==> src/rtl/wrp_pkg.sv <==
// Shared types and constants of the weighted range partitioner.
`timescale 1ns / 1ps
`default_nettype none

package wrp_pkg;

  localparam int unsigned MAX_ITEMS_DEF   = 1024;
  localparam int unsigned WEIGHT_BITS_DEF = 16;

  localparam int unsigned BND_W = 11;  // boundary index port width
  localparam int unsigned REQ_W = 6;   // range request register width

  localparam logic [REQ_W-1:0] REQ_RESET = 6'd4;

  typedef enum logic [5:0] {
    WS_IDLE  = 6'b000001,
    WS_START = 6'b000010,
    WS_DEC   = 6'b000100,
    WS_ADD   = 6'b001000,
    WS_END   = 6'b010000,
    WS_PAD   = 6'b100000
  } wrp_walk_state_e;

  // one boundary request from the walker to the output register
  typedef struct packed {
    logic             valid;
    logic [BND_W-1:0] index;
    logic             last;
  } wrp_emit_t;

endpackage

`default_nettype wire

==> src/rtl/wrp_walk.sv <==
// Partition walk sequencer: scaled accumulate and compare over the stored weights.
`timescale 1ns / 1ps
`default_nettype none

module wrp_walk #(
  parameter int unsigned MAX_ITEMS   = wrp_pkg::MAX_ITEMS_DEF,
  parameter int unsigned WEIGHT_BITS = wrp_pkg::WEIGHT_BITS_DEF
) (
  input  wire logic                                          clk_i,
  input  wire logic                                          rst_ni,
  input  wire logic                                          start_i,
  input  wire logic [$clog2(MAX_ITEMS+1)-1:0]                item_count_i,
  input  wire logic [WEIGHT_BITS+$clog2(MAX_ITEMS+1)-1:0]    total_i,
  input  wire logic [wrp_pkg::REQ_W-1:0]                     req_i,
  output logic                                               rd_en_o,
  output logic [((MAX_ITEMS > 1) ? $clog2(MAX_ITEMS) : 1)-1:0] rd_addr_o,
  input  wire logic [WEIGHT_BITS-1:0]                        rd_data_i,
  input  wire logic                                          slot_free_i,
  output wrp_pkg::wrp_emit_t                                 emit_o,
  output logic                                               done_o
);

  import wrp_pkg::*;

  localparam int unsigned CW = $clog2(MAX_ITEMS + 1);
  localparam int unsigned AW = (MAX_ITEMS > 1) ? $clog2(MAX_ITEMS) : 1;
  localparam int unsigned TW = WEIGHT_BITS + CW;
  localparam int unsigned SW = TW + REQ_W;
  localparam int unsigned PW = WEIGHT_BITS + REQ_W;
  localparam int unsigned EW = REQ_W + 1;
  localparam int unsigned MW = (CW > REQ_W) ? CW : REQ_W;

  wrp_walk_state_e state_q, state_d;

  logic [CW-1:0]          pos_q, pos_d;
  logic [TW-1:0]          acc_q, acc_d;
  logic [SW-1:0]          scl_q, scl_d;    // acc * n
  logic [SW-1:0]          goal_q, goal_d;  // k * total
  logic [EW-1:0]          k_q, k_d;
  logic [REQ_W-1:0]       n_q, n_d;
  logic [EW-1:0]          em_q, em_d;      // results sent so far
  logic                   first_q, first_d;
  logic [PW-1:0]          prod_q, prod_d;
  logic [WEIGHT_BITS-1:0] w_q, w_d;
  logic [CW-1:0]          lastb_q, lastb_d;

  logic [MW-1:0] count_w, req_w;
  logic [CW-1:0] pos_inc;
  logic [EW-1:0] req_e, req_p1, k_inc;
  logic          below_goal, take, more;

  assign count_w = MW'(item_count_i);
  assign req_w   = MW'(req_i);
  assign pos_inc = pos_q + CW'(1);
  assign req_e   = EW'(req_i);
  assign req_p1  = req_e + EW'(1);
  assign k_inc   = k_q + EW'(1);

  // acc < floor(k*T/n)  <=>  (acc+1)*n <= k*T
  assign below_goal = ({1'b0, scl_q} + (SW+1)'(n_q)) <= {1'b0, goal_q};
  assign take       = first_q || below_goal || (rd_data_i == '0);
  assign more       = (acc_q < total_i) && (k_inc <= EW'(n_q));

  always_comb begin
    state_d   = state_q;
    pos_d     = pos_q;
    acc_d     = acc_q;
    scl_d     = scl_q;
    goal_d    = goal_q;
    k_d       = k_q;
    n_d       = n_q;
    em_d      = em_q;
    first_d   = first_q;
    prod_d    = prod_q;
    w_d       = w_q;
    lastb_d   = lastb_q;
    rd_en_o   = 1'b0;
    rd_addr_o = pos_inc[AW-1:0];
    emit_o    = '0;
    done_o    = 1'b0;

    case (state_q)
      WS_IDLE: begin
        if (start_i) begin
          state_d = WS_START;
        end
      end
      WS_START: begin
        pos_d   = '0;
        acc_d   = '0;
        scl_d   = '0;
        goal_d  = SW'(total_i);
        k_d     = EW'(1);
        n_d     = (count_w < req_w) ? count_w[REQ_W-1:0] : req_i;
        first_d = 1'b1;
        lastb_d = '0;
        if (slot_free_i) begin
          emit_o.valid = 1'b1;
          emit_o.index = '0;
          emit_o.last  = 1'b0;
          em_d         = EW'(1);
          rd_en_o      = 1'b1;
          rd_addr_o    = '0;
          state_d      = (total_i == '0) ? WS_PAD : WS_DEC;
        end
      end
      WS_DEC: begin
        if (take) begin
          prod_d  = PW'(rd_data_i) * PW'(n_q);
          w_d     = rd_data_i;
          first_d = 1'b0;
          rd_en_o = 1'b1;  // prefetch the next weight
          state_d = WS_ADD;
        end else if (slot_free_i) begin
          // range k closes here; read data is held for the next range
          emit_o.valid = 1'b1;
          emit_o.index = BND_W'(pos_q);
          emit_o.last  = (em_q == req_e);
          em_d         = em_q + EW'(1);
          lastb_d      = pos_q;
          k_d          = k_inc;
          goal_d       = goal_q + SW'(total_i);
          first_d      = 1'b1;
          state_d      = more ? WS_DEC : WS_PAD;
        end
      end
      WS_ADD: begin
        scl_d   = scl_q + SW'(prod_q);
        acc_d   = acc_q + TW'(w_q);
        pos_d   = pos_inc;
        state_d = (pos_inc == item_count_i) ? WS_END : WS_DEC;
      end
      WS_END: begin
        if (slot_free_i) begin
          emit_o.valid = 1'b1;
          emit_o.index = BND_W'(pos_q);
          emit_o.last  = (em_q == req_e);
          em_d         = em_q + EW'(1);
          lastb_d      = pos_q;
          state_d      = WS_PAD;
        end
      end
      WS_PAD: begin
        if (em_q == req_p1) begin
          done_o  = 1'b1;
          state_d = WS_IDLE;
        end else if (slot_free_i) begin
          emit_o.valid = 1'b1;
          emit_o.index = BND_W'(lastb_q);
          emit_o.last  = (em_q == req_e);
          em_d         = em_q + EW'(1);
        end
      end
      default: begin
        state_d = WS_IDLE;
      end
    endcase
  end

  always_ff @(posedge clk_i or negedge rst_ni) begin
    if (!rst_ni) begin
      state_q <= WS_IDLE;
      em_q    <= '0;
      first_q <= 1'b0;
    end else begin
      state_q <= state_d;
      em_q    <= em_d;
      first_q <= first_d;
    end
  end

  always_ff @(posedge clk_i) begin
    pos_q   <= pos_d;
    acc_q   <= acc_d;
    scl_q   <= scl_d;
    goal_q  <= goal_d;
    k_q     <= k_d;
    n_q     <= n_d;
    prod_q  <= prod_d;
    w_q     <= w_d;
    lastb_q <= lastb_d;
  end

  a_emit_needs_slot: assert property (@(posedge clk_i) disable iff (!rst_ni)
    emit_o.valid |-> slot_free_i)
    else $error("boundary sent while output register is full");

  a_dec_in_range: assert property (@(posedge clk_i) disable iff (!rst_ni)
    (state_q == WS_DEC) |-> (pos_q < item_count_i))
    else $error("walk reads past the item count");

  a_done_after_all: assert property (@(posedge clk_i) disable iff (!rst_ni)
    done_o |-> (em_q == req_p1) && (state_q == WS_PAD))
    else $error("run ends before all results are sent");

  a_em_bound: assert property (@(posedge clk_i) disable iff (!rst_ni)
    (state_q != WS_IDLE) && (state_q != WS_START) |-> (em_q <= req_p1))
    else $error("result count runs past the request");

endmodule

`default_nettype wire

==> config.mk <==
export PLATFORM = sky130hd
export DESIGN_NAME = wrp_walk
export DESIGN_NICKNAME = d
export VERILOG_FILES = /design/src/rtl/wrp_pkg.sv /design/src/rtl/wrp_walk.sv
export SDC_FILE = /design/constraint.sdc
export NUM_CORES = 1
export LEC_CHECK = 0
export CORE_MARGIN = 5
export CORE_UTILIZATION = 54
export CTS_CLUSTER_SIZE = 20
export DETAILED_ROUTE_END_ITERATION = 8
export DONT_BUFFER_PORTS = 1
export GPL_TIMING_DRIVEN = 0
export PLACE_DENSITY_LB_ADDON = 0.05
export SLEW_MARGIN = 20
export SYNTH_ARGS = -nofsm -noshare
export SYNTH_HDL_FRONTEND = slang
export SYNTH_SLANG_ARGS = --single-unit
==> constraint.sdc <==
create_clock -name clk_i -period 16.05 [get_ports clk_i]
set_clock_uncertainty 0.2 [all_clocks]
set_input_delay 1.605 -clock clk_i [delete_from_list [all_inputs] [get_ports clk_i]]
set_output_delay 1.605 -clock clk_i [all_outputs]
set_load 0.01 [all_outputs]
==> results of run 1 <==
[cells in the final DEF, fill, tap and decap left out, types with 18 or more instances in the layout]
master,count
nor4_1,18
xnor2_1,64
a21o_1,48
edfxtp_1,166
ha_1,175
nor2_1,139
and3_1,19
nor3_1,24
xor2_1,72
nand4_1,31
and2_1,37
clkbuf_1,34
fa_1,61
o21ai_0,77
nand3_1,42
a21oi_1,84
inv_1,168
nand2_1,185
[cell type report]
type / instances / area, um2
plain buffers: 42 / 160
clock buffers: 18 / 429
clock inverters: 14 / 166
fillers: 2638 / 12200
inverters: 168 / 631
multi-input cells: 1326 / 9960
flip-flops and latches: 180 / 5340
well taps: 390 / 488
repair buffers: 4 / 68.8
[metal layers]
metal	vias up	part of all wire [%]
met1	6002	45
met3	51	5.2
met5	-	0
met4	0	3.1
li1	6160	-
met2	320	47
[worst paths after layout]
check | start | to | slack, ns
max | n_q[1] | rd_en_o | 7.37
min | first_q | first_q | 0.32
max reg2reg | n_q[1] | lastb_q[9] | 8.94
min reg2reg | first_q | first_q | 0.32
max in group asynchronous | rst_ni | state_q[0] | 14.83
min in group asynchronous | rst_ni | em_q[0] | 0.65
[worst max-delay path: cells and delay by family (launching register included)]
| family | cells | cell delay, ns |
|---|---|---|
| AND/OR/NAND/NOR | 7 | 1.87 |
| AO/OA/AOI/OAI | 9 | 2.39 |
| buffers and inverters | 2 | 0.74 |
| flip-flops | 1 | 0.58 |
| XOR/XNOR | 1 | 0.16 |
| adder cells (fa/ha/maj) | 2 | 0.67 |
[through the flow]
| stage | setup WS (ns) | hold slack, ns |
|---|---|---|
| 6_report | 7.37 | 0.322 |
| 4_1_cts | 7.39 | 0.331 |
| 3_5_place_dp | 7.90 | 0.318 |
| 5_1_grt | 6.72 | 0.351 |
| 2_1_floorplan | 8.36 | 0.251 |
| 3_3_place_gp | 5.06 | 0.315 |
[cell usage after synthesis (16+ instances only)]
master    instances
a31oi_1          17
inv_1           168
a211oi_1         16
fa_1             61
a21o_1           48
nor3_1           24
edfxtp_1        166
xnor2_1          64
nor2_1          139
xor2_1           72
clkbuf_1         33
nand3_1          42
nand2_1         186
nor2b_1          17
o21ai_0          77
ha_1            175
and3_1           19
a21oi_1          84
nor4_1           18
nand4_1          31
and2_1           37
[power groups by stage]
stage | Clock (W) | Combinational (W) | Sequential, W
after floorplan | 0 | 0.000754 | 0.000680
after global placement | 0 | 0.000951 | 0.000709
after detailed placement | 0 | 0.000984 | 0.000702
after global routing | 0.000464 | 0.00113 | 0.000700
final | 0.000436 | 0.000990 | 0.000691
after CTS | 0.000442 | 0.000991 | 0.000691
[state kept, by name, indices dropped and copies added (netlist names)]
register,cells
goal_q,33
scl_q,33
acc_q,27
prod_q,22
w_q,16
lastb_q,11
pos_q,11
em_q,7
k_q,7
n_q,6
state_q,6
first_q,1
[kinds of logic (layout without fill, tap and decap cells)]
logic type	after synthesis	in the layout	synth area share, %
simple gates	580	580	17.4
compound gates	356	356	14.6
xor+xnor	136	136	7.42
fa+ha+maj	236	236	21.2
buf+inv	210	246	4.92
mux	18	18	1.15
flops	180	180	33.2
==> out/metrics.cfg, run 1 <==
[status]
run_status=completed

[critical_path]
setup.worst_path.class=register to output pin
worst-path-max-fanout=41
crit_chain=clkbuf_1, inv_1, fa_1, nor2b_1, o21ai_0, a21boi_0, o21ai_0, a211oi_1, and3_1, nor2b_1, nand3_1, xnor2_1, ha_1, a21oi_1, o21ai_0, a211oi_1, nand2_1, o31a_1, o211ai_2, and2_4, or2_2
worst-endpoint-arrival_ns=6.88
crit_path_top_delay_cell=and2_4
end_kind=output pin
worst_path_most_repeated_cell=o21ai_0
worst-endpoint-required_ns=14.24
critical_path.startpoint_type=register
reg2reg_depth=21
critPathMaxStageDelay_ns=0.59

[detailed_routing]
routed_via_density=5.85
drtAntennaViolNets=0
drt-wirelength-per-cell_um=19.5
total_number_of_vias=12500
firstDrtPassIters=6
drcViolationCount=0
drt-initial-drc-count=794
finalWirelength_mm=41.8

[power]
p_leak_nw=7.50
power.density_nw_per_um2=123
internal-power_w=0.00127
power.total_w=0.00212
p_seq_share_pct=32.6
vdd_drop_max_mv=0.0984
comb_power_share_pct=46.8
switching_power_w=0.000851
switching_share_pct=40.2
power_frac_clock_pct=20.6

[layout]
finalNonFillerCells=2142
drive_above_1_share_pct=3.71
insertedDiodeCount=0
layout.cell_area.non_filler_um2=17200
nets=2039
synthToLayoutAreaGrowth_pct=7.31
final_core_occ_pct=58.5

[floorplanning]
floorplan.initialDensity_pct=54.5
fp.dieArea_um2=33300
die_x_um=182
core.rowCount=63
design.core.area_um2=29500
ioPinCount=89
vert_die_dim_um=182

[synthesis]
synth_seq_area_share_pct=33.2
yosys_reg_bits=180
yosysUniqueCellTypes=75
count_of_warnings_emitted_by_yosys=0
synth_nets=2016
post_synth.cell_area_avg_um2=9.36
synth_top_cells_by_area=edfxtp_1, ha_1, fa_1
netlist_area_um2=16100
synth_flop_cell=edfxtp_1
postSynthCellCount=1716
proportion_of_synthesized_flip_flops_having_asynchronous_set_or_reset_pct=7.78
post-synth-top-area-cell=edfxtp_1
synth_edf_count=166
synth_top_cell_area_share_pct=31.0

[sta]
worst-slew-pin-transition_ns=1.03
final.min_clock_period_ns=8.68
final-setup-viol-count=0
relSlewSlack_pct=29.9
grt_setup_unrepaired=no
fin_setup_tns_ns=0
final_hold_vios=0
maxClockFrequency_ghz=0.115
timing.final.crit_share_pct=54.1
finalMaxSlewViolations=0

[global_route]
grt.met3_usage_pct=4.07
first_global_vias=12400
initial_antenna_violation_count=0
grt.met2_usage_pct=41.6
gr-total-overflow=0
grt-busiest-layer=met2
grt_use_met1_pct=34.7
grt_start_max_net_pins=53
grt_first_pass_wirelength_mm=67.0
globalRouteTotalUtil_pct=25.4

[placed_design]
number_of_placed_cells_counting_well_taps=2110
io_buffers=0
finalWeightedCongestion=0.909
dpl.hpwl_mm=33.4
place_area_um2=16600

[worst_hold_path]
hp-class=register to register
hold-path-cell-count=1

[cts]
cts.repair_timing.setup_buffer_count=0
postCtsHoldBufs=0
cts_resized=0
clockBufferDepth=2
cts.sinks=180
cts_tree=built
clock_buffers_created_by_tritoncts=17
worstSkewPairLatency_ns=0.45
clock_tree.root_cell=clkbuf_16
h-tree-depth=4
worst_setup_hold_path_clk_slew_ns=0.07

[run]
max_cap_violations=0

(Power assumes the default switching activity.)
==> inputs of run 2 (changes only) <==
- clock period: 16.05 -> 8.85 ns (I/O delays scaled with it)
==> run 2 against run 1 <==
  * Wire length is 0.25% higher
  * Cell count hardly changed
  * Hold slack worse by 0.25 ns
  * Flip-flop and latch count stayed put
  * Largest cell class unchanged
  * Largest power group unchanged
==> out/metrics.cfg, run 2 (synthesis gave the netlist of run 1 again) <==
[status]
run_status=completed

[global_route]
grt_first_pass_wirelength_mm=67.0  ; +0.10%
initial_antenna_violation_count=0  ; unchanged
globalRouteTotalUtil_pct=25.5  ; +0.030 points
gr-total-overflow=0  ; unchanged
first_global_vias=12400  ; +0.064%
grt_start_max_net_pins=53  ; unchanged

[critical_path]
critPathTopFamily=compound AO/OA/AOI/OAI gates
critical_path.startpoint_type=register
end_kind=output pin
critPathMaxStageDelay_ns=0.63  ; +0.04 ns
worst-endpoint-arrival_ns=6.92  ; +0.04 ns
critical_path.n_buffers_inverters=2  ; unchanged
crit_chain=clkbuf_1, inv_1, fa_1, nor2b_1, o21ai_0, a21boi_0, o21ai_0, a211oi_1, and3_1, nor2b_1, nand3_1, xnor2_1, ha_1, a21oi_1, o21ai_0, a211oi_1, nand2_1, o31a_1, o211ai_2, and2_4, or2_2
setup.worst_path.class=register to output pin
crit_path_top_delay_cell=edfxtp_1
worst-endpoint-required_ns=7.77  ; -6.47 ns
worst-path-max-fanout=41  ; unchanged
worst_path_most_repeated_cell=o21ai_0

[cts]
clock_buffers_created_by_tritoncts=17  ; unchanged
worst_setup_hold_path_clk_slew_ns=0.07  ; about the same
cts.repair_timing.setup_buffer_count=0  ; unchanged
h-tree-depth=4  ; unchanged
worstSkewPairLatency_ns=0.45  ; about the same
cts_resized=0  ; unchanged
clock_tree.root_cell=clkbuf_16
cts_tree=built
clockBufferDepth=2  ; unchanged
postCtsHoldBufs=1  ; +1
cts.sinks=180  ; unchanged

[floorplanning]
floorplan.initialDensity_pct=54.5  ; unchanged
ioPinCount=89  ; unchanged
core.rowCount=63  ; unchanged
die_x_um=182  ; unchanged
fp.dieArea_um2=33300  ; unchanged
design.core.area_um2=29500  ; unchanged
vert_die_dim_um=182  ; unchanged

[sta]
relSlewSlack_pct=29.9  ; +0.060 points
final_hold_vios=0  ; unchanged
final.min_clock_period_ns=8.01
hold_ws_ns=0.0759  ; -0.246 ns
finalMaxSlewViolations=0  ; unchanged
grt_setup_unrepaired=no
worst-slew-pin-transition_ns=1.02  ; -0.000875 ns
timing.final.crit_share_pct=90.5
maxClockFrequency_ghz=0.125
final-setup-viol-count=0  ; unchanged

[detailed_routing]
total_number_of_vias=12700  ; +1.0%
firstDrtPassIters=5  ; -1
finalWirelength_mm=41.9  ; +0.25%
drt-wirelength-per-cell_um=19.6  ; +0.21%
routed_via_density=5.91  ; +0.97%
drtAntennaViolNets=0  ; unchanged
drt-initial-drc-count=821  ; +3.4%
drcViolationCount=0  ; unchanged

[layout]
insertedDiodeCount=0  ; unchanged
mostFrequentLayoutCell=nand2_1
biggestRegsByFlops=goal_q: 33 flops, scl_q: 33 flops, acc_q: 27 flops
finalNonFillerCells=2143  ; +0.047%
final_core_occ_pct=58.5  ; about the same
final_cell_mix=nand2_1, ha_1, inv_1
nets=2040  ; +0.049%
drive_above_1_share_pct=3.71  ; about the same
synthToLayoutAreaGrowth_pct=7.37  ; about the same

[placed_design]
finalWeightedCongestion=0.909  ; unchanged
dpl.hpwl_mm=33.4  ; unchanged
io_buffers=0  ; unchanged
number_of_placed_cells_counting_well_taps=2110  ; unchanged

[power]
power.total_w=0.00385  ; +82%
power.density_nw_per_um2=223  ; +81%
p_leak_nw=7.50  ; about the same
vdd_drop_max_mv=0.179  ; +81%

[run]
max_cap_violations=0  ; unchanged

[worst_hold_path]
hp-class=input pin to asynchronous set/reset pin

-- run 2: where the power goes --
part	switching [W]	internal (W)
clock	0.000367	0.000426
combinational	0.00106	0.000735
sequential	0.000117	0.00114
-- run 2: layout make-up --
cell class / count / area (um2)
Buffer: 42 / 160
Clock buffer: 18 / 429
Clock inverter: 14 / 166
Fill cell: 2639 / 12200
Inverter: 168 / 631
Multi-Input combinational cell: 1326 / 9960
Sequential cell: 180 / 5340
Tap cell: 390 / 488
Timing Repair Buffer: 5 / 78.8
-- run 2: path summary, 6_finish.rpt --
path                       startpoint          end  slack, ns  cells past startpoint
setup / recovery               n_q[1]      rd_en_o       0.84                     21
hold / removal                 rst_ni   state_q[0]       0.08                      0
setup reg to reg               n_q[1]  lastb_q[10]       1.70                     21
hold reg to reg               first_q      first_q       0.33                      1
max in group asynchronous      rst_ni      first_q       7.30                      1
min in group clk_i            first_q      first_q       0.33                      1
-- run 2: metal layers --
metal / global-route usage, % / routed length, um
met5: 0 / 0
met4: 8.41 / 1320
met3: 3.97 / 2270
met2: 41.6 / 19500
met1: 34.8 / 18800
-- run 2: metrics by stage --
step	area (um2)	TNS, ns	setup WS, ns
after floorplan	16100	0	1.16
after global placement	16500	-87.15	-2.14
after detailed placement	16600	0	1.42
after CTS	17200	0	0.911
after global routing	17200	0	0.241
final	17200	0	0.843
